--- config.mk ---
export PLATFORM = sky130hd
export DESIGN_NAME = amns_row_mem
export DESIGN_NICKNAME = d
export VERILOG_FILES = /design/src/rtl/amns_row_mem.sv
export SDC_FILE = /design/constraint.sdc
export NUM_CORES = 2
export LEC_CHECK = 0
export BUFFER_PORTS_ARGS = -buffer_cell sky130_fd_sc_hd__buf_2
export CAP_MARGIN = 20
export CELL_PAD_IN_SITES_DETAIL_PLACEMENT = 0
export CELL_PAD_IN_SITES_GLOBAL_PLACEMENT = 1
export CORE_MARGIN = 5
export CORE_UTILIZATION = 45
export CTS_CLUSTER_SIZE = 20
export DETAILED_ROUTE_END_ITERATION = 16
export GPL_TIMING_DRIVEN = 0
export PLACE_DENSITY_LB_ADDON = 0.1
export SYNTH_ARGS = -nofsm -noshare
export SYNTH_HDL_FRONTEND = slang
export SYNTH_SLANG_ARGS = --single-unit
--- constraint.sdc ---
create_clock -name clk -period 28.5 [get_ports clk]
set_input_delay 1.425 -clock clk [delete_from_list [all_inputs] [get_ports clk]]
set_output_delay 1.425 -clock clk [all_outputs]
set_load 0.1 [all_outputs]
--- src/rtl/amns_row_mem.sv ---
// row-wide adjacency memory with per-row valid bits and registered read
module amns_row_mem #(
  parameter int ROWS  = 16,
  parameter int ROW_W = 256
) (
  input  logic                     clk,
  input  logic                     rst,
  input  logic                     rd_en,
  input  logic [$clog2(ROWS)-1:0]  rd_addr,
  output logic [ROW_W-1:0]         rd_data,
  input  logic                     wr_en,
  input  logic [$clog2(ROWS)-1:0]  wr_addr,
  input  logic [ROW_W-1:0]         wr_data
);

  logic [ROW_W-1:0] mem [ROWS];
  logic [ROWS-1:0]  row_vld;
  logic [ROW_W-1:0] data_q;
  logic             vld_q;

  always_ff @(posedge clk) begin
    if (wr_en) begin
      mem[wr_addr] <= wr_data;
    end
    if (rd_en) begin
      data_q <= mem[rd_addr];
    end
  end

  // a row never written since reset reads as all zero
  always_ff @(posedge clk) begin
    if (rst) begin
      row_vld <= '0;
      vld_q   <= 1'b0;
    end else begin
      if (rd_en) begin
        vld_q <= row_vld[rd_addr];
      end
      if (wr_en) begin
        row_vld[wr_addr] <= 1'b1;
      end
    end
  end

  assign rd_data = vld_q ? data_q : '0;

endmodule

## Word level (Yosys, flattened, before mapping)

Memories as Yosys holds them, arrays and structs flattened. A register that Yosys moved wholly into a read port is not among the register bits.
Cells that the tools add are included.

| word-level totals | value |
|---|---|
| input port bits | 268 |
| bits in writable memories | 4096 |
| register bits | 17 |
| word-level logic and storage cells | 15 |
| memories kept | 1 |
| output and inout bits | 256 |

| operators by class | value |
|---|---|
| bitwise operators | 1 |
| reduce and logical (&&, ||, !) cells | 1 |
| magnitude comparators | 3 |
| muxes and demuxes | 7 |

Memory list:

| name | depth | bits a word | rd ports | clocked after Yosys merged registers in | wr ports | RTL line | RTL |
|---|---|---|---|---|---|---|---|
| mem | 16 | 256 | 1 | 1 | 1 | 16 | `logic [ROW_W-1:0] mem [ROWS];` |

Operators by type and width:

| kind | number |
|---|---|
| $mux 256 | 1 |
| $or 16x16->16 | 1 |
| $lt 4x5->1 const B | 2 |
| $bmux 1 s4 | 1 |
| $demux 1 s4 | 1 |
| $ge 4x1->1 const B | 1 |
| $mux 1 | 4 |
| $logic_and 1x1->1 | 1 |

## Depth between registers and ports, before layout

| logic depth | value |
|---|---|
| word-level depth | 5 |
| mapped depth | 9 |
| gate-level depth less buffers | 4 |

## Least setup slack after synthesis

Ideal clock, no wire load.

| path | value |
|---|---|
| path type | input to register |
| start point | input port wr_addr[2] |
| end point | memory mem[0][0] (enable) |
| data required time | 27.307 ns |
| path slack | 8.100 ns |
| data arrival time | 19.208 ns |
| cell stages on the path | 2 |
| path buffers | 0 |
| library setup time | 1.193 ns |
| cell sequence | or3b_2 nor3_1 |

RTL lines:

| element | RTL line | RTL |
|---|---|---|
| from (decl) | 12 | `input logic [$clog2(ROWS)-1:0] wr_addr,` |
| to (decl) | 16 |  |

No word-level cell before the write port.

## Worst setup path after layout

| path | value |
|---|---|
| start point | register vld_q |
| end point | output port rd_data[70] |

| on the way | value |
|---|---|
| longest elaborated chain between the ends | 1 |

RTL lines:

| element | RTL line | RTL |
|---|---|---|
| from (decl) | 19 | `logic vld_q;` |
| from (signal assigned) | 37 | `vld_q <= row_vld[rd_addr];` |
| $mux 256 | 45 | `assign rd_data = vld_q ? data_q : '0;` |
| to (decl) | 10 | `output logic [ROW_W-1:0] rd_data,` |

Every way passes these cells.

==> impl_metrics.env <==
export IMPL_run_status="finished clean"
export IMPL_globalRoute_totalOverflow=0
export IMPL_fin_nets=8184
export IMPL_relative_contribution_of_combinational_cells_to_total_power_pct=5.9
export IMPL_synth_cell_type_count=25
export IMPL_final_cell_count_no_fill=13150
export IMPL_start_util_pct=45.2
export IMPL_finalCritPeriodShare_pct=19.4
export IMPL_number_of_buffers_inserted_for_hold_repair_after_clock_tree_synthesis=0
export IMPL_tritoncts_clock_tree="yes"
export IMPL_synth_edff_count=4352
export IMPL_drv_cap=0
export IMPL_timing_hold_worst_class="register to register"
export IMPL_detail_route_drc_violations=0
export IMPL_setup_repair_after_global_routing_missed_its_margin="no"
export IMPL_post_route_cells_drive_above_1_share_pct=34.7
export IMPL_syn_nets=6840
export IMPL_synth_top_area_share_pct=79.7
export IMPL_initialDrtViolationCount=7307
export IMPL_internal_mw=10.8
export IMPL_syn_instance_count=6572
export IMPL_setup_crit_start_kind="register"
export IMPL_netlist_top_cell_by_area="sky130_fd_sc_hd__edfxtp_1"
export IMPL_antenna_found_initial=159
export IMPL_critPathCapture="rd_data[70]"
export IMPL_detail_route_vias_per_cell=5.79
export IMPL_overall_fraction_of_global_route_tracks_in_use_pct=23.9
export IMPL_timing_clock_skew_ps=32.1
export IMPL_grt_first_pass_wirelength_um=625000
export IMPL_layout_core_utilization_pct=53.3
export IMPL_postLayoutSetupSlackWorst_ps=22970
export IMPL_timing_rr_end="data_q[108]"
export IMPL_clk_latency_ps=940
export IMPL_cts_num_sinks=4369
export IMPL_syn_cell_area_sq_um=164000
export IMPL_worst_setup_path_type="register to output pin"
export IMPL_fp_dieH_um=614
export IMPL_rr_startpoint="mem[0][108]"
export IMPL_numPlacedInstances=12257
export IMPL_power_switching_share_pct=21.5
export IMPL_antenna_left=0
export IMPL_ys_async_sr_fraction_pct=0
export IMPL_slew_headroom_pct=24.9
export IMPL_core_area_sq_um=363000
export IMPL_largest_net_degree_at_the_start_of_global_routing=76
export IMPL_power_per_cell_area_nw_per_um2=71.4
export IMPL_critical_path_top_delay_family="buffers and inverters"
export IMPL_end_kind="output pin"
export IMPL_cts_repair_timing_setup_buffer_count=0
export IMPL_worst_path_max_delay_cell="sky130_fd_sc_hd__clkbuf_1"
export IMPL_path_common_cell="sky130_fd_sc_hd__clkbuf_1"
export IMPL_cts_inserted_buffers=449
export IMPL_clock_power_share_pct=41.5
export IMPL_dominantRegCellSynth="sky130_fd_sc_hd__edfxtp_1"
export IMPL_hpwl_um=305000
export IMPL_setup_viol=0
export IMPL_detailedPlace_worstSlack_ps=22910
export IMPL_cp_arrival_ps=4100
export IMPL_total_switching_power_mw=2.97
export IMPL_h_tree_lvl_count=5
export IMPL_max_slew_worst_pin_slew_ps=1130
export IMPL_launching_instance_or_port_of_the_critical_path="vld_q"
export IMPL_vdd_ir_drop_worst_uv=56.1
export IMPL_finalHoldWorstSlack_ps=477
export IMPL_synth_top_cells_by_area="sky130_fd_sc_hd__edfxtp_1 80%, sky130_fd_sc_hd__mux4_2 16%, sky130_fd_sc_hd__and2_1 0.98%"
export IMPL_r2r_slack_ps=26720
export IMPL_timing_critical_path_cells="clkbuf_1 > clkbuf_1 > and2_1 > buf_2"
export IMPL_final_hold_violation_count=0
export IMPL_worst_endpoint_required_ps=27070
export IMPL_yosysWarningCount=0
export IMPL_die_width_um=614
export IMPL_cts_max_path_buffers=4
export IMPL_routed_wirelength_um=451000
export IMPL_seqPwrFrac_pct=52.7
export IMPL_post_route_min_period_ps=5530
export IMPL_routabilityCongestion=0.715
export IMPL_port_buffer_count=518
export IMPL_clockRootBuffer="sky130_fd_sc_hd__clkbuf_16"
export IMPL_postCtsResizedCells=0
export IMPL_worst_setup_hold_path_clk_slew_ps=60
export IMPL_layout_area_overhead_vs_synth_pct=17.9
export IMPL_ys_seq_elements=4369
export IMPL_critical_path_max_fanout=10
export IMPL_grt_pass1_vias=79318
export IMPL_synthMostInstantiatedCell="sky130_fd_sc_hd__edfxtp_1"
export IMPL_detailedRoute_firstPassIterationCount=6
export IMPL_syn_mean_instance_area_sq_um=24.9
export IMPL_drv_slew=0
export IMPL_detail_route_wl_per_cell_um=34.3
export IMPL_fp_dieArea_sq_um=377000
export IMPL_setup_tns_ps=0
export IMPL_fmaxAchievable_mhz=181
export IMPL_critical_path_cell_count=4
export IMPL_r2r_worst_path_cells=4
export IMPL_critical_path_buf_inv_count=3
export IMPL_vias=76156
export IMPL_p_leak_nw=62.2
export IMPL_std_cell_rows=221
export IMPL_seq_area_frac_synth_pct=79.9
export IMPL_io_pin_count=524
export IMPL_netlist_top_cells_count="4352 x sky130_fd_sc_hd__edfxtp_1, 1199 x sky130_fd_sc_hd__mux4_2, 256 x sky130_fd_sc_hd__and2_1, 179 x sky130_fd_sc_hd__clkbuf_1, 94 x sky130_fd_sc_hd__buf_2"
export IMPL_cpPeakStageDelay_ps=880
## flip-flops by register name (all words and copies together) (netlist names)
register / count
data_q: 256
row_vld: 16
vld_q: 1
mem: 4096
## per-stage QoR
step                      instance area, sq um  power [mW]
after floorplan                         164000        7.90
after global placement                  173000        8.28
after detailed placement                179000        8.24
after CTS                               193000        14.0
after global routing                    193000        14.3
final                                   193000        13.8
## worst min-delay path by stage
stage                            from          end  depth (start not counted)
after global placement    row_vld[14]  row_vld[14]                          2
after detailed placement   row_vld[7]   row_vld[7]                          2
after global routing       row_vld[7]   row_vld[7]                          2
after floorplan           row_vld[14]  row_vld[14]                          2
final                      row_vld[7]   row_vld[7]                          2
after CTS                  row_vld[7]   row_vld[7]                          2
## layout by cell type, fill, tap and decap left out, types with 87 or more instances in the layout
master                      instances
sky130_fd_sc_hd__mux4_2          1199
sky130_fd_sc_hd__and2_1           256
sky130_fd_sc_hd__clkinv_1         126
sky130_fd_sc_hd__clkbuf_1         246
sky130_fd_sc_hd__mux2i_1           87
sky130_fd_sc_hd__clkbuf_16        460
sky130_fd_sc_hd__buf_6            139
sky130_fd_sc_hd__edfxtp_1        4352
sky130_fd_sc_hd__buf_12           157
sky130_fd_sc_hd__buf_2            612
## cell families after synthesis
family	after synthesis	synth area share, %
muxes	1286	17.0
buffers and inverters	346	0.974
AOI/OAI and AO/OA	171	0.656
and+or+nand+nor	400	1.45
DFF	4369	79.9
## tightest hold or removal path: stages, from the launching register on
cell and delay, ps:
sky130_fd_sc_hd__dfxtp_1 330, sky130_fd_sc_hd__nor2_1 50, sky130_fd_sc_hd__nor2_1 70
## area by class of cell
type	count	area [sq um]
clock inverter	282	2460
antenna	64	160
multi-input combinational	1857	31400
timing repair buffer	893	8830
tap	4794	6000
inverter	1	3.75
clock buffer	545	11800
sequential	4369	131000
buffer	345	1620
fill	27907	169000
## power groups by stage
stage / Combinational, mW / Sequential (mW) / Clock (mW)
after CTS: 0.832 / 7.27 / 5.85
final: 0.813 / 7.27 / 5.73
after global placement: 0.779 / 7.50 / 0
after floorplan: 0.472 / 7.43 / 0
after global routing: 0.861 / 7.28 / 6.12
after detailed placement: 0.831 / 7.41 / 0
## routing by layer
metal	global-route usage (%)	wire length (um)	share of wire, %	vias to the layer above
li1	-	-	-	31156
met1	32.0	180000	40	41777
met2	40.8	231000	51	2442
met3	4.04	26300	5.8	717
met4	6.46	13400	3.0	64
met5	0	416	0.092	-
(Power assumes the default switching activity.)
