## src/rtl/amns_pkg.sv

```systemverilog
// shared constants and request codes for the adjacency matrix neighbor scan
package amns_pkg;

  localparam int MAX_VERTICES_DEF = 16;
  localparam int WEIGHT_BITS_DEF  = 16;

  localparam int REQ_TYPE_W = 2;
  localparam int VERTEX_W   = 4;
  localparam int WEIGHT_W   = 16;
  localparam int COUNT_W    = 5;

  localparam logic [REQ_TYPE_W-1:0] REQ_CONNECT = 2'd0;
  localparam logic [REQ_TYPE_W-1:0] REQ_START   = 2'd1;
  localparam logic [REQ_TYPE_W-1:0] REQ_NEXT    = 2'd2;

  localparam logic [COUNT_W-1:0] VERTEX_COUNT_RESET = 5'd16;

  localparam logic STATUS_OK   = 1'b0;
  localparam logic STATUS_FAIL = 1'b1;

endpackage

```

## src/rtl/amns_req_if.sv

```systemverilog
// request channel: valid/ready handshake with the request payload
interface amns_req_if;
  import amns_pkg::*;

  logic                         valid;
  logic                         ready;
  logic [REQ_TYPE_W-1:0]        req_type;
  logic [VERTEX_W-1:0]          vertex_a;
  logic [VERTEX_W-1:0]          vertex_b;
  logic signed [WEIGHT_W-1:0]   edge_weight;

  modport source (output valid, req_type, vertex_a, vertex_b, edge_weight, input ready);
  modport sink (input valid, req_type, vertex_a, vertex_b, edge_weight, output ready);
endinterface

```

## src/rtl/amns_rsp_if.sv

```systemverilog
// response channel: valid/ready handshake with the result payload
interface amns_rsp_if;
  import amns_pkg::*;

  logic                         valid;
  logic                         ready;
  logic                         status;
  logic [VERTEX_W-1:0]          neighbor_index;
  logic signed [WEIGHT_W-1:0]   neighbor_weight;

  modport source (output valid, status, neighbor_index, neighbor_weight, input ready);
  modport sink (input valid, status, neighbor_index, neighbor_weight, output ready);
endinterface

```

## src/rtl/amns_ctrl.sv

```systemverilog
// request sequencer: row read-modify-write, neighbor scan and result register
module amns_ctrl #(
  parameter int MAX_VERTICES = 16,
  parameter int WEIGHT_BITS  = 16
) (
  input  logic                                  clk,
  input  logic                                  rst,
  input  logic [amns_pkg::COUNT_W-1:0]          vertex_count,
  amns_req_if.sink                              req,
  amns_rsp_if.source                            rsp,
  output logic                                  mem_rd_en,
  output logic [$clog2(MAX_VERTICES)-1:0]       mem_rd_addr,
  input  logic [MAX_VERTICES*WEIGHT_BITS-1:0]   mem_rd_data,
  output logic                                  mem_wr_en,
  output logic [$clog2(MAX_VERTICES)-1:0]       mem_wr_addr,
  output logic [MAX_VERTICES*WEIGHT_BITS-1:0]   mem_wr_data
);
  import amns_pkg::*;

  localparam int RW    = $clog2(MAX_VERTICES);
  localparam int PW    = $clog2(MAX_VERTICES + 1);
  localparam int ROW_W = MAX_VERTICES * WEIGHT_BITS;

  localparam logic [2:0] S_IDLE = 3'd0;
  localparam logic [2:0] S_RD_A = 3'd1;
  localparam logic [2:0] S_RD_B = 3'd2;
  localparam logic [2:0] S_SCAN = 3'd3;
  localparam logic [2:0] S_OUT  = 3'd4;

  typedef struct packed {
    logic                       status;
    logic [VERTEX_W-1:0]        neighbor_index;
    logic signed [WEIGHT_W-1:0] neighbor_weight;
  } result_t;

  logic [2:0]             state, state_next;
  logic [VERTEX_W-1:0]    req_a, req_b;
  logic [WEIGHT_BITS-1:0] req_w;
  logic                   scan_active;
  logic [RW-1:0]          scan_vertex;
  logic [PW-1:0]          scan_pos;
  result_t                res_now, res_pend, out_res;
  logic                   out_valid, out_free, out_load, produce, req_fire;
  logic [PW-1:0]          cnt;
  logic                   a_ok, b_ok;
  logic [MAX_VERTICES-1:0] cand, hit_oh;
  logic                   found;
  logic [RW-1:0]          hit_idx;
  logic [WEIGHT_BITS-1:0] hit_w;
  logic [ROW_W-1:0]       row_mod;

  // effective vertex count saturates at the matrix size
  always_comb begin
    if (int'(vertex_count) > MAX_VERTICES) begin
      cnt = PW'(MAX_VERTICES);
    end else begin
      cnt = PW'(vertex_count);
    end
  end

  assign a_ok      = int'(req.vertex_a) < int'(cnt);
  assign b_ok      = int'(req.vertex_b) < int'(cnt);
  assign req.ready = (state == S_IDLE);
  assign req_fire  = req.valid && req.ready;
  assign out_free  = !out_valid || rsp.ready;

  // first nonzero entry at or after the scan position and below the count
  always_comb begin
    for (int j = 0; j < MAX_VERTICES; j++) begin
      cand[j] = (|mem_rd_data[j*WEIGHT_BITS +: WEIGHT_BITS]) &&
                (j >= int'(scan_pos)) && (j < int'(cnt));
    end
    hit_oh  = cand & (~cand + MAX_VERTICES'(1));
    found   = |cand;
    hit_idx = '0;
    hit_w   = '0;
    for (int j = 0; j < MAX_VERTICES; j++) begin
      if (hit_oh[j]) begin
        hit_idx = hit_idx | RW'(j);
        hit_w   = hit_w | mem_rd_data[j*WEIGHT_BITS +: WEIGHT_BITS];
      end
    end
  end

  // patch one column of the row just read
  always_comb begin
    row_mod = mem_rd_data;
    if (state == S_RD_A) begin
      row_mod[RW'(req_b)*WEIGHT_BITS +: WEIGHT_BITS] = req_w;
    end else begin
      row_mod[RW'(req_a)*WEIGHT_BITS +: WEIGHT_BITS] = req_w;
    end
  end

  assign mem_wr_data = row_mod;

  always_comb begin
    state_next  = state;
    produce     = 1'b0;
    res_now     = '{status: STATUS_FAIL, neighbor_index: '0, neighbor_weight: '0};
    mem_rd_en   = 1'b0;
    mem_rd_addr = '0;
    mem_wr_en   = 1'b0;
    mem_wr_addr = '0;
    case (state)
      S_IDLE: begin
        if (req_fire) begin
          case (req.req_type)
            REQ_CONNECT: begin
              if (a_ok && b_ok) begin
                mem_rd_en   = 1'b1;
                mem_rd_addr = RW'(req.vertex_a);
                state_next  = S_RD_A;
              end else begin
                produce = 1'b1;
              end
            end
            REQ_START: begin
              produce = 1'b1;
              if (a_ok) begin
                res_now.status = STATUS_OK;
              end
            end
            REQ_NEXT: begin
              if (scan_active) begin
                mem_rd_en   = 1'b1;
                mem_rd_addr = scan_vertex;
                state_next  = S_SCAN;
              end else begin
                produce = 1'b1;
              end
            end
            default: begin
              produce = 1'b1;
            end
          endcase
        end
      end
      S_RD_A: begin
        // write row a, fetch row b; a self loop rewrites the same entry
        mem_wr_en   = 1'b1;
        mem_wr_addr = RW'(req_a);
        mem_rd_en   = 1'b1;
        mem_rd_addr = RW'(req_b);
        state_next  = S_RD_B;
      end
      S_RD_B: begin
        mem_wr_en      = 1'b1;
        mem_wr_addr    = RW'(req_b);
        produce        = 1'b1;
        res_now.status = STATUS_OK;
      end
      S_SCAN: begin
        produce = 1'b1;
        if (found) begin
          res_now.status          = STATUS_OK;
          res_now.neighbor_index  = VERTEX_W'(hit_idx);
          res_now.neighbor_weight = WEIGHT_W'($signed(hit_w));
        end
      end
      S_OUT: begin
        if (out_free) begin
          state_next = S_IDLE;
        end
      end
      default: begin
        state_next = S_IDLE;
      end
    endcase
    if (produce) begin
      state_next = out_free ? S_IDLE : S_OUT;
    end
  end

  assign out_load = (produce || (state == S_OUT)) && out_free;

  always_ff @(posedge clk) begin
    if (rst) begin
      state       <= S_IDLE;
      out_valid   <= 1'b0;
      scan_active <= 1'b0;
      scan_vertex <= '0;
      scan_pos    <= '0;
    end else begin
      state <= state_next;
      if (out_load) begin
        out_valid <= 1'b1;
      end else if (rsp.ready) begin
        out_valid <= 1'b0;
      end
      if (req_fire && (req.req_type == REQ_START) && a_ok) begin
        scan_active <= 1'b1;
        scan_vertex <= RW'(req.vertex_a);
        scan_pos    <= '0;
      end else if (state == S_SCAN) begin
        if (found) begin
          scan_pos <= PW'(hit_idx) + PW'(1);
        end else begin
          scan_active <= 1'b0;
          scan_vertex <= '0;
          scan_pos    <= '0;
        end
      end
    end
  end

  always_ff @(posedge clk) begin
    if (req_fire) begin
      req_a <= req.vertex_a;
      req_b <= req.vertex_b;
      req_w <= WEIGHT_BITS'(req.edge_weight);
    end
    if (produce && !out_free) begin
      res_pend <= res_now;
    end
    if (out_load) begin
      out_res <= (state == S_OUT) ? res_pend : res_now;
    end
  end

  assign rsp.valid           = out_valid;
  assign rsp.status          = out_res.status;
  assign rsp.neighbor_index  = out_res.neighbor_index;
  assign rsp.neighbor_weight = out_res.neighbor_weight;

endmodule

```

## src/flat_wrapper.sv

```systemverilog
// flat-port wrapper written by rule: the top's interface ports become plain ports
module amns_ctrl_flat import amns_pkg::*;
#(
  parameter int MAX_VERTICES = 16,
  parameter int WEIGHT_BITS  = 16
)
  (clk, rst, vertex_count, mem_rd_en, mem_rd_addr, mem_rd_data, mem_wr_en, mem_wr_addr, mem_wr_data, req_valid, req_req_type, req_vertex_a, req_vertex_b, req_edge_weight, req_ready, rsp_valid, rsp_status, rsp_neighbor_index, rsp_neighbor_weight, rsp_ready);
  amns_req_if req_i ();
  amns_rsp_if rsp_i ();
  input  logic clk;
  input  logic rst;
  input  logic [amns_pkg::COUNT_W-1:0] vertex_count;
  output logic mem_rd_en;
  output logic [$clog2(MAX_VERTICES)-1:0] mem_rd_addr;
  input  logic [MAX_VERTICES*WEIGHT_BITS-1:0] mem_rd_data;
  output logic mem_wr_en;
  output logic [$clog2(MAX_VERTICES)-1:0] mem_wr_addr;
  output logic [MAX_VERTICES*WEIGHT_BITS-1:0] mem_wr_data;
  input wire logic [$bits(req_i.valid)-1:0] req_valid;
  input wire logic [$bits(req_i.req_type)-1:0] req_req_type;
  input wire logic [$bits(req_i.vertex_a)-1:0] req_vertex_a;
  input wire logic [$bits(req_i.vertex_b)-1:0] req_vertex_b;
  input wire logic [$bits(req_i.edge_weight)-1:0] req_edge_weight;
  output wire logic [$bits(req_i.ready)-1:0] req_ready;
  output wire logic [$bits(rsp_i.valid)-1:0] rsp_valid;
  output wire logic [$bits(rsp_i.status)-1:0] rsp_status;
  output wire logic [$bits(rsp_i.neighbor_index)-1:0] rsp_neighbor_index;
  output wire logic [$bits(rsp_i.neighbor_weight)-1:0] rsp_neighbor_weight;
  input wire logic [$bits(rsp_i.ready)-1:0] rsp_ready;
  assign req_i.valid = req_valid;
  assign req_i.req_type = req_req_type;
  assign req_i.vertex_a = req_vertex_a;
  assign req_i.vertex_b = req_vertex_b;
  assign req_i.edge_weight = req_edge_weight;
  assign req_ready = req_i.ready;
  assign rsp_valid = rsp_i.valid;
  assign rsp_status = rsp_i.status;
  assign rsp_neighbor_index = rsp_i.neighbor_index;
  assign rsp_neighbor_weight = rsp_i.neighbor_weight;
  assign rsp_i.ready = rsp_ready;
  amns_ctrl #(.MAX_VERTICES(MAX_VERTICES), .WEIGHT_BITS(WEIGHT_BITS)) u_core (.clk(clk), .rst(rst), .vertex_count(vertex_count), .req(req_i), .rsp(rsp_i), .mem_rd_en(mem_rd_en), .mem_rd_addr(mem_rd_addr), .mem_rd_data(mem_rd_data), .mem_wr_en(mem_wr_en), .mem_wr_addr(mem_wr_addr), .mem_wr_data(mem_wr_data));
endmodule
```

## config.mk

```make
export PLATFORM = sky130hd
export DESIGN_NAME = amns_ctrl_flat
export DESIGN_NICKNAME = d
export VERILOG_FILES = /design/src/rtl/amns_pkg.sv /design/src/rtl/amns_req_if.sv /design/src/rtl/amns_rsp_if.sv /design/src/rtl/amns_ctrl.sv /design/src/flat_wrapper.sv
export SDC_FILE = /design/constraint.sdc
export NUM_CORES = 1
export LEC_CHECK = 0
export ABC_AREA = 1
export BUFFER_PORTS_ARGS = -buffer_cell sky130_fd_sc_hd__buf_2
export CAP_MARGIN = 20
export CELL_PAD_IN_SITES_DETAIL_PLACEMENT = 1
export CELL_PAD_IN_SITES_GLOBAL_PLACEMENT = 1
export CORE_MARGIN = 5
export CORE_UTILIZATION = 33
export DETAILED_ROUTE_END_ITERATION = 8
export GPL_TIMING_DRIVEN = 1
export HOLD_SLACK_MARGIN = 0.08
export PLACE_DENSITY_LB_ADDON = 0.05
export SLEW_MARGIN = 5
export SYNTH_ARGS = -nofsm -noshare
export SYNTH_HDL_FRONTEND = slang
export SYNTH_SLANG_ARGS = --single-unit
```

## constraint.sdc

```tcl
create_clock -name clk -period 4.9 [get_ports clk]
set_clock_uncertainty 0.15 [all_clocks]
set_input_delay 0.98 -clock clk [delete_from_list [all_inputs] [get_ports clk]]
set_output_delay 0.98 -clock clk [all_outputs]
set_load 0.02 [all_outputs]
```

; ---- After elaboration in Yosys (flattened, before gate mapping)
; Index checks and enable logic that the tools add are counted.
[word_totals]
regBits = 80
input_bits = 291
output_inout_bits = 289
elab_cells = 231
[op_classes]
addsub = 4
n_lt_le_gt_ge = 35
eq_ne = 13
n_shift = 4
muxes = 76
bitwise_logic = 17
n_reduce_logical = 68
[ops]
columns = op, count
row1 = $bwmux 256, 2
row2 = $shift 16x34->256 const A, 2
row3 = $shiftx 16x34->256, 2
row4 = $reduce_or 16->1, 17
row5 = $mux 16, 16
row6 = $mux 256, 1
row7 = $or 16x16->16, 15
row8 = $neg 8->34, 2
row9 = $mux 4, 14
row10 = $mux 21, 2
row11 = $ge 4x5->1 const A, 8
row12 = $lt 4x5->1 const A, 8
row13 = $logic_and 1x1->1, 38
row14 = $mux 3, 10
row15 = $pmux 4 s2, 3
row16 = $ge 3x5->1 const A, 4
row17 = $lt 3x5->1 const A, 4
row18 = $mux 20, 1
row19 = $add 16x1->16 const B, 1
row20 = $and 16x16->16, 1
row21 = $mux 1, 16
row22 = $not 16->16, 1
row23 = $ne 4x4->1 const B, 3
row24 = $pmux 3 s4, 1
row25 = 29 further kinds, 45

; ---- Depth between registers and ports, before layout
; Gate-level depths: netlist (run 1).
[logic_depth]
depth_word = 41
ltp_mapped = 20
depth_no_buf = 20

; ---- Worst setup path before layout (run 1)
; Ideal clock, no wire load.
[synth_path]
kind = input port to flip-flop
from = input port req_valid
to = register u_core.res_pend[0] (netlist name), enable pin
setup_ns = 0.399
arrival_ns = 3.545
required_ns = 4.351
setup_slack_ns = 0.807
path_stages = 6
path_buffers = 0
path_cell_list = inv_1 > nor2_1 > nand3_1 > nand2_1 > inv_1 > nor2_1
[synth_between]
elab_chain_len = 4
[synth_rtl]
columns = element, line_no
row1 = start: declaration, flat_wrapper.sv:19  ; input wire logic [$bits(req_i.valid)-1:0] req_valid;
row2 = $logic_and 1x1->1, amns_ctrl.sv:64  ; assign req_fire = req.valid && req.ready;
row3 = net u_core.req_fire, amns_ctrl.sv:43  ; logic out_valid, out_free, out_load, produce, req_fire;
row4 = $mux 1, amns_ctrl.sv:107  ; if (req_fire) begin
row5 = $pmux 1 s2, amns_ctrl.sv:105  ; case (state)
row6 = $logic_and 1x1->1, amns_ctrl.sv:213  ; if (produce && !out_free) begin
row7 = end signal: assignment, amns_ctrl.sv:214  ; res_pend <= res_now;
row8 = end: declaration, amns_ctrl.sv:42  ; result_t res_now, res_pend, out_res;
; The timed path passes the listed nets, and every way through them passes these cells.
; A chain may end at the register's enable or synchronous reset.

; ---- Worst setup path in the final report (run 1)
[layout_path]
from = register u_core.req_b[0]
to = output port mem_wr_data[64]
[layout_between]
elab_chain_len = 4
word_cells_on_any_way = 5
classes_between = add/sub (1) / shift (2) / mux (2)
[layout_rtl]
columns = element, line_no
row1 = start: declaration, amns_ctrl.sv:37  ; logic [VERTEX_W-1:0] req_a, req_b;
row2 = start signal: assignment, amns_ctrl.sv:210  ; req_b <= req.vertex_b;
row3 = $neg 8->34 *, amns_ctrl.sv:89  ; row_mod[RW'(req_b)*WEIGHT_BITS +: WEIGHT_BITS] = req_w;
row4 = $shiftx 16x34->256 or $shift 16x34->256 (tied branches), amns_ctrl.sv:89
row5 = $bwmux 256 *, amns_ctrl.sv:89
row6 = $mux 256 *, amns_ctrl.sv:88  ; if (state == S_RD_A) begin
row7 = end: declaration, flat_wrapper.sv:18  ; output logic [MAX_VERTICES*WEIGHT_BITS-1:0] mem_wr_data;
; Every way passes the cells marked *; elsewhere a longest branch is shown, timed or not.

==> results.sh, run 1 <==
export IMPL_outcome="complete, no violations"
export IMPL_arrival_ns=3.68
export IMPL_regArea_mm2=0.002262
export IMPL_hold_path_class="register to register"
export IMPL_die_area_mm2=0.05001
export IMPL_synth_distinct_cells=44
export IMPL_r2r_start="u_core.scan_pos[1]"
export IMPL_overflow=0
export IMPL_placedCellCount=3984
export IMPL_synthesis_nets=3195
export IMPL_setup_viol=0
export IMPL_grt_antenna_before_repair=16
export IMPL_gp_congestion=1.096
export IMPL_ioPinCount=580
export IMPL_synth_area_mm2=0.01506
export IMPL_criticalPathCategory="register to output pin"
export IMPL_htreeDepth=3
export IMPL_worst_ep_required_time_ns=3.77
export IMPL_clk_pin_slew_ns=0.07
export IMPL_core_area_mm2=0.04528
export IMPL_cts_made_buffers=9
export IMPL_cp_slowest_cell="edfxtp_1"
export IMPL_instances_no_fill=4029
export IMPL_maxSlewHeadroom=0.1994
export IMPL_area_growth_pct=27.52
export IMPL_first_global_vias=24990
export IMPL_cp_endpoint="mem_wr_data[64]"
export IMPL_fin_area_mm2=0.01921
export IMPL_die_h_um=223.6
export IMPL_min_period_ns=4.814
export IMPL_synth_area_per_cell_um2=5.206
export IMPL_cts_num_sinks=80
export IMPL_ir_drop_v=0.0002245
export IMPL_initial_core_util=0.3326
export IMPL_routed_wirelength_um=124700
export IMPL_worstSetupStartpoint="u_core.req_b[0]"
export IMPL_port_buffers=579
export IMPL_first_pass_iters=6
export IMPL_drtIter0Drc=3984
export IMPL_regToRegSetupSlack_ns=1.22
export IMPL_r2r_cells=14
export IMPL_nets=3711
export IMPL_grtUsageTotal=0.4668
export IMPL_path_cells="inv_1, ha_1, nand2_1, nor2_1, nor3_2, nand2_1, inv_1, nand3_1, nor2_1, buf_4, inv_1, nand2_1, a22oi_1, buf_2"
export IMPL_p_leak_nw=9.543
export IMPL_place_area_mm2=0.01868
export IMPL_finalHoldViolCount=0
export IMPL_max_stage_delay_ns=0.51
export IMPL_final_util=0.4242
export IMPL_final_cell_mix="633 x nand2_1, 614 x nor2_1, 579 x buf_2"
export IMPL_insertion_delay_ns=0.39
export IMPL_ys_ff_latch=80
export IMPL_holdWs_ns=0.3327
export IMPL_ant_nets=0
export IMPL_viasPerCell=6.427
export IMPL_grt_pass1_wl_um=174200
export IMPL_power_density_mw_per_mm2=227.3
export IMPL_grt_max_degree=247
export IMPL_p_total_mw=4.366
export IMPL_hpwl_um=100400
export IMPL_cts_hold_fix_buffers=0
export IMPL_timing_critical_path_from_type="register"
export IMPL_vias=25900
export IMPL_rsz0062_at_grt="yes"
export IMPL_hp_start="u_core.scan_vertex[2]"
export IMPL_worst_r2r_endpoint="u_core.rsp.neighbor_weight[12]"
export IMPL_tightestPinTransition_ns=1.201
export IMPL_cp_end_kind="output pin"
export IMPL_cts_root_buf="clkbuf_16"
export IMPL_multi_input_area_mm2=0.01134
export IMPL_yosysSeqAreaShare=0.1502
export IMPL_finalSetupTns_ns=0
export IMPL_final_common_cell="nand2_1"
export IMPL_fin_crit_sh=0.9824
export IMPL_wire_per_inst_um=30.95
export IMPL_route_detailed_drc=0
export IMPL_synthCells=2893
export IMPL_drive_above_1_share=0.2220
export IMPL_yosys_warnings=0
export IMPL_rows=78
export IMPL_place_ws_ns=0.2306
export IMPL_maxSlewViolCount=0
export IMPL_fillers=6662
export IMPL_cts_tree="done"
export IMPL_fmax_mhz=207.7
export IMPL_finalWorstSetupSlack_ns=0.08617
export IMPL_cap_violations=0
export IMPL_die_x_um=223.6
export IMPL_clock_path_buffers=2
export IMPL_path_max_fanout=17
[repair_timing]
item                                    4_1_cts  5_1_grt
endpoints found under the setup margin       22      110
buffers inserted                              0       14
gates resized for setup                       3       10
[worst min-delay path by stage]
stage                                        to  slack, ns  depth (start not counted)
after floorplan              u_core.scan_active       0.29                          2
after global placement    u_core.scan_vertex[2]       0.30                          2
after detailed placement  u_core.scan_vertex[2]       0.32                          2
after CTS                 u_core.scan_vertex[2]       0.33                          2
after global routing      u_core.scan_vertex[2]       0.34                          2
final                     u_core.scan_vertex[2]       0.33                          2
[routing by layer]
layer / track usage / vias to the layer above / part of all wire / wire length (µm)
met4: 0.2913 / 4 / 0.080 / 9941
met2: 0.7118 / 2176 / 0.43 / 53110
met5: 0.009488 / - / 0.00062 / 77
met1: 0.5693 / 12320 / 0.36 / 45000
met3: 0.1514 / 508 / 0.13 / 16580
li1: - / 10890 / - / -
[synthesized netlist by cell type]
| library cell | count | area, µm² |
|---|---|---|
| a211oi_1 | 4 | 30.03 |
| a21o_1 | 1 | 7.510 |
| a21oi_1 | 297 | 1486 |
| a21oi_2 | 1 | 8.760 |
| a22o_1 | 1 | 8.760 |
| a22oi_1 | 93 | 698.2 |
| a31oi_1 | 9 | 56.30 |
| and3_1 | 1 | 6.260 |
| buf_1 | 8 | 30.03 |
| buf_2 | 17 | 85.08 |
| buf_4 | 1 | 7.510 |
| buf_6 | 3 | 33.78 |
| clkbuf_1 | 136 | 510.5 |
| clkinv_1 | 12 | 45.04 |
| dfxtp_1 | 14 | 280.3 |
| edfxtp_1 | 66 | 1982 |
| ha_1 | 11 | 137.6 |
| inv_1 | 191 | 716.9 |
| inv_2 | 17 | 63.81 |
| nand2_1 | 633 | 2376 |
| nand2_2 | 9 | 56.30 |
| nand2_4 | 3 | 33.78 |
| nand3_1 | 105 | 525.5 |
| nand3_2 | 2 | 20.02 |
| nand3b_1 | 2 | 15.01 |
| nand4_1 | 23 | 143.9 |
| nor2_1 | 617 | 2316 |
| nor2_2 | 14 | 87.58 |
| nor2_4 | 4 | 45.04 |
| nor2_8 | 1 | 20.02 |
| nor3_1 | 77 | 385.4 |
| nor3_2 | 3 | 30.03 |
| nor3_4 | 1 | 16.27 |
| nor4_1 | 1 | 6.260 |
| nor4_2 | 1 | 12.51 |
| o211ai_1 | 4 | 30.03 |
| o21ai_0 | 357 | 1787 |
| o21ai_1 | 9 | 45.04 |
| o221ai_1 | 1 | 8.760 |
| o22ai_1 | 138 | 863.3 |
| or2_0 | 2 | 12.51 |
| or2_1 | 1 | 6.260 |
| xnor2_1 | 1 | 8.760 |
| xnor2_2 | 1 | 16.27 |
[cell families after synthesis]
kind of cell,after synthesis,synth area share
and+or+nand+nor,1500,0.4060
AOI/OAI and AO/OA,915,0.3339
xor gates and xnor gates,2,0.001662
adders and majority gates,11,0.009138
buffers and inverters,385,0.09910
DFF,80,0.1502
[final cells by class]
type	instances	share of cell area
tap	600	0.03909
antenna	15	0.001954
sequential	80	0.1178
inverter	220	0.04482
multi-input combinational	2428	0.5906
timing repair buffer	670	0.1903
clock inverter	6	0.003518
clock buffer	10	0.01192
[flip-flops by register name (all words and copies together), names as in the netlist]
signal                      count
u_core.state                    3
u_core.rsp.status               1
u_core.req_a                    4
u_core.req_w                   16
u_core.scan_vertex              4
u_core.rsp.neighbor_weight     16
u_core.rsp.neighbor_index       4
u_core.scan_pos                 5
u_core.res_pend                21
u_core.scan_active              1
u_core.req_b                    4
u_core.rsp.valid                1
[worst max-delay path: cells and delay by family (launching register included)]
kind                     cells  cell delay (ns)
flip-flops                   1             0.51
AND/OR/NAND/NOR              7             1.22
buffers and inverters        5             1.14
AO/OA/AOI/OAI                1             0.12
adder cells (fa/ha/maj)      1             0.29
[where the power goes]
group	internal [mW]	switching [mW]	total, mW	leakage [nW]
logic	0.744	2.08	2.82	8.66
registers	0.790	0.0264	0.816	0.746
clock network	0.396	0.330	0.727	0.139
total	1.93	2.44	4.37	9.54
(Power assumes the default switching activity.)
==> inputs of run 2 (changes only) <==
--- a/config.mk
+++ b/config.mk
@@ -12,6 +12,7 @@
 export CELL_PAD_IN_SITES_GLOBAL_PLACEMENT = 1
 export CORE_MARGIN = 5
 export CORE_UTILIZATION = 33
+export CTS_BUF_LIST = sky130_fd_sc_hd__clkbuf_2 sky130_fd_sc_hd__clkbuf_4 sky130_fd_sc_hd__clkbuf_8
 export DETAILED_ROUTE_END_ITERATION = 8
 export GPL_TIMING_DRIVEN = 1
 export HOLD_SLACK_MARGIN = 0.08
==> constraint.sdc (replaced) <==
create_clock -name clk -period 4.9 [get_ports clk]
set_clock_uncertainty 0.15 [all_clocks]
set_input_delay 1.47 -clock clk [delete_from_list [all_inputs] [get_ports clk]]
set_output_delay 1.47 -clock clk [all_outputs]
set_load 0.02 [all_outputs]
==> run 2 against run 1 <==
The flow now finishes with violations (max-slew violations, negative setup slack). Critical path depth grew 3. Register-to-register slack gained 0.06 ns. Sequential cell count is the same. Non-clock buffer count grew 76. Clock power shrank 22%. Largest cell class unchanged.
==> results.sh, run 2 (same netlist as run 1, synthesis figures left out) <==
export IMPL_path_cells="buf_8, nor2_4, nand2_2, nand2_2, nand2_4, ha_4, a21oi_4, nor2_2, a21oi_2, nand2_1, nor2_1, buf_4, nand2_4, nand3_2, nand4_1, nand2_1, buf_6"
export IMPL_die_x_um=223.6
export IMPL_cts_tree="done"
export IMPL_met2_wirelength_um=52140
export IMPL_min_period_ns=5.090
export IMPL_ir_drop_v=0.0001909
export IMPL_final_common_cell="nand2_1"
export IMPL_finalWorstSetupSlack_ns=-0.1897
export IMPL_arrival_ns=3.47
export IMPL_core_area_mm2=0.04528
export IMPL_routedLengthMet1_um=45440
export IMPL_die_h_um=223.6
export IMPL_holdWs_ns=0.3431
export IMPL_clock_path_buffers=2
export IMPL_nets=3789
export IMPL_path_max_fanout=5
export IMPL_drive_above_1_share=0.2620
export IMPL_cts_num_sinks=80
export IMPL_largest_reg_flops=21
export IMPL_fin_crit_sh=1.039
export IMPL_first_global_vias=25020
export IMPL_grt_pass1_wl_um=172200
export IMPL_highest_layer="met5"
export IMPL_die_area_mm2=0.05001
export IMPL_maxSlewViolCount=95
export IMPL_worst_ep_required_time_ns=3.28
export IMPL_cp_end_kind="output pin"
export IMPL_first_pass_iters=6
export IMPL_largest_register="u_core.res_pend"
export IMPL_hpwl_um=99800
export IMPL_maxSlewHeadroom=-0.04537
export IMPL_tightestPinTransition_ns=1.568
export IMPL_cap_violations=0
export IMPL_criticalPathCategory="input port to output pin"
export IMPL_route_detailed_drc=0
export IMPL_initial_core_util=0.3326
export IMPL_cts_made_buffers=9
export IMPL_cp_slowest_cell="ha_4"
export IMPL_grtUsageTotal=0.4577
export IMPL_htreeDepth=3
export IMPL_hold_path_class="register to register"
export IMPL_rows=78
export IMPL_setup_viol=7
export IMPL_cts_root_buf="clkbuf_8"
export IMPL_final_cell_mix="628 x nand2_1, 598 x nor2_1, 569 x buf_2"
export IMPL_ioPinCount=580
export IMPL_cts_hold_fix_buffers=0
export IMPL_drtIter0Drc=3947
export IMPL_clk_pin_slew_ns=0.10
export IMPL_vias=26340
export IMPL_route_met3_wl_um=16370
export IMPL_max_stage_delay_ns=0.24
export IMPL_ant_nets=0
export IMPL_p_total_mw=4.336
export IMPL_outcome="complete, but fails checks"
export IMPL_viasPerCell=6.420
export IMPL_power_density_mw_per_mm2=214.9
export IMPL_overflow=0
export IMPL_timing_critical_path_from_type="input port"
export IMPL_p_leak_nw=9.953
export IMPL_instances_no_fill=4103
export IMPL_grt_antenna_before_repair=18
export IMPL_insertion_delay_ns=0.43
export IMPL_finalHoldViolCount=0
export IMPL_wire_per_inst_um=30.25
export IMPL_fin_area_mm2=0.02018
export IMPL_area_growth_pct=33.99
export IMPL_placedCellCount=4049
export IMPL_violations="max-slew violations, negative setup slack"
export IMPL_place_area_mm2=0.01919
export IMPL_grt_max_degree=247
export IMPL_fmax_mhz=196.5
export IMPL_gp_congestion=1.089
export IMPL_finalSetupTns_ns=-0.7443
export IMPL_routed_wirelength_um=124100
export IMPL_rsz0062_at_grt="yes"
export IMPL_port_buffers=579
run 2: changes by cell type in the layout (fill, tap and decap cells not counted), moves of 10 or more:
cell	delta
a22oi_2	+10
o21ai_1	+13
clkbuf_8	+10
buf_4	+69
nor2_2	+11
o21ai_0	-16
nor2_1	-16
inv_1	-12
buf_6	+13
a22oi_1	-10
buf_2	-10
run 2: path summary, 6_finish.rpt:
check / slack, ns / to / depth (start not counted) / from
worst max-delay path: -0.19 / mem_rd_en / 17 / vertex_count[1]
worst min-delay path: 0.34 / u_core.scan_active / 2 / u_core.scan_active
worst max register to register: 1.28 / u_core.rsp.neighbor_weight[2] / 14 / u_core.scan_pos[3]
worst min register to register: 0.34 / u_core.scan_active / 2 / u_core.scan_active
run 2: worst max-delay path, delay by kind of cell:
family	cells	cell delay, ns
buffers and inverters	3	0.41
and+or+nand+nor	11	1.08
adders and majority gates	1	0.24
AOI/OAI and AO/OA	2	0.27
run 2: cell type report:
class	count	area (µm²)
fillers	6616	25100
multi-input cells	2428	11700
repair buffers	746	4340
flip-flops and latches	80	2262
inverters	220	875.8
well taps	600	750.7
clock buffers	10	137.6
clock inverters	6	75.07
diodes	11	27.53
repair inverters	2	15.01
run 2: routing by layer:
metal	track usage	up-vias
met2	0.6973	2164
li1	-	11050
met3	0.1490	553
met4	0.2763	16
met1	0.5629	12560
met5	0	-
run 2: power breakdown:
part	internal, mW	switching [mW]
combinational	0.835	2.12
clock	0.256	0.309
sequential	0.789	0.0235
total	1.88	2.46
run 2: timing repair:
action | 4_1_cts | 5_1_grt
pin swaps | 4 | 11
buffers inserted | 7 | 18
cloned | 0 | 2
setup endpoints to repair | 102 | 161
gates resized for setup | 37 | 111
run 2: through the flow:
step                  util  setup slack, ns
finish              0.4457          -0.1897
global route        0.4456          -0.2818
CTS                 0.4327        -0.002041
detailed placement  0.4238          -0.2334
global placement    0.4238          -0.1664
floorplan                -          0.05964
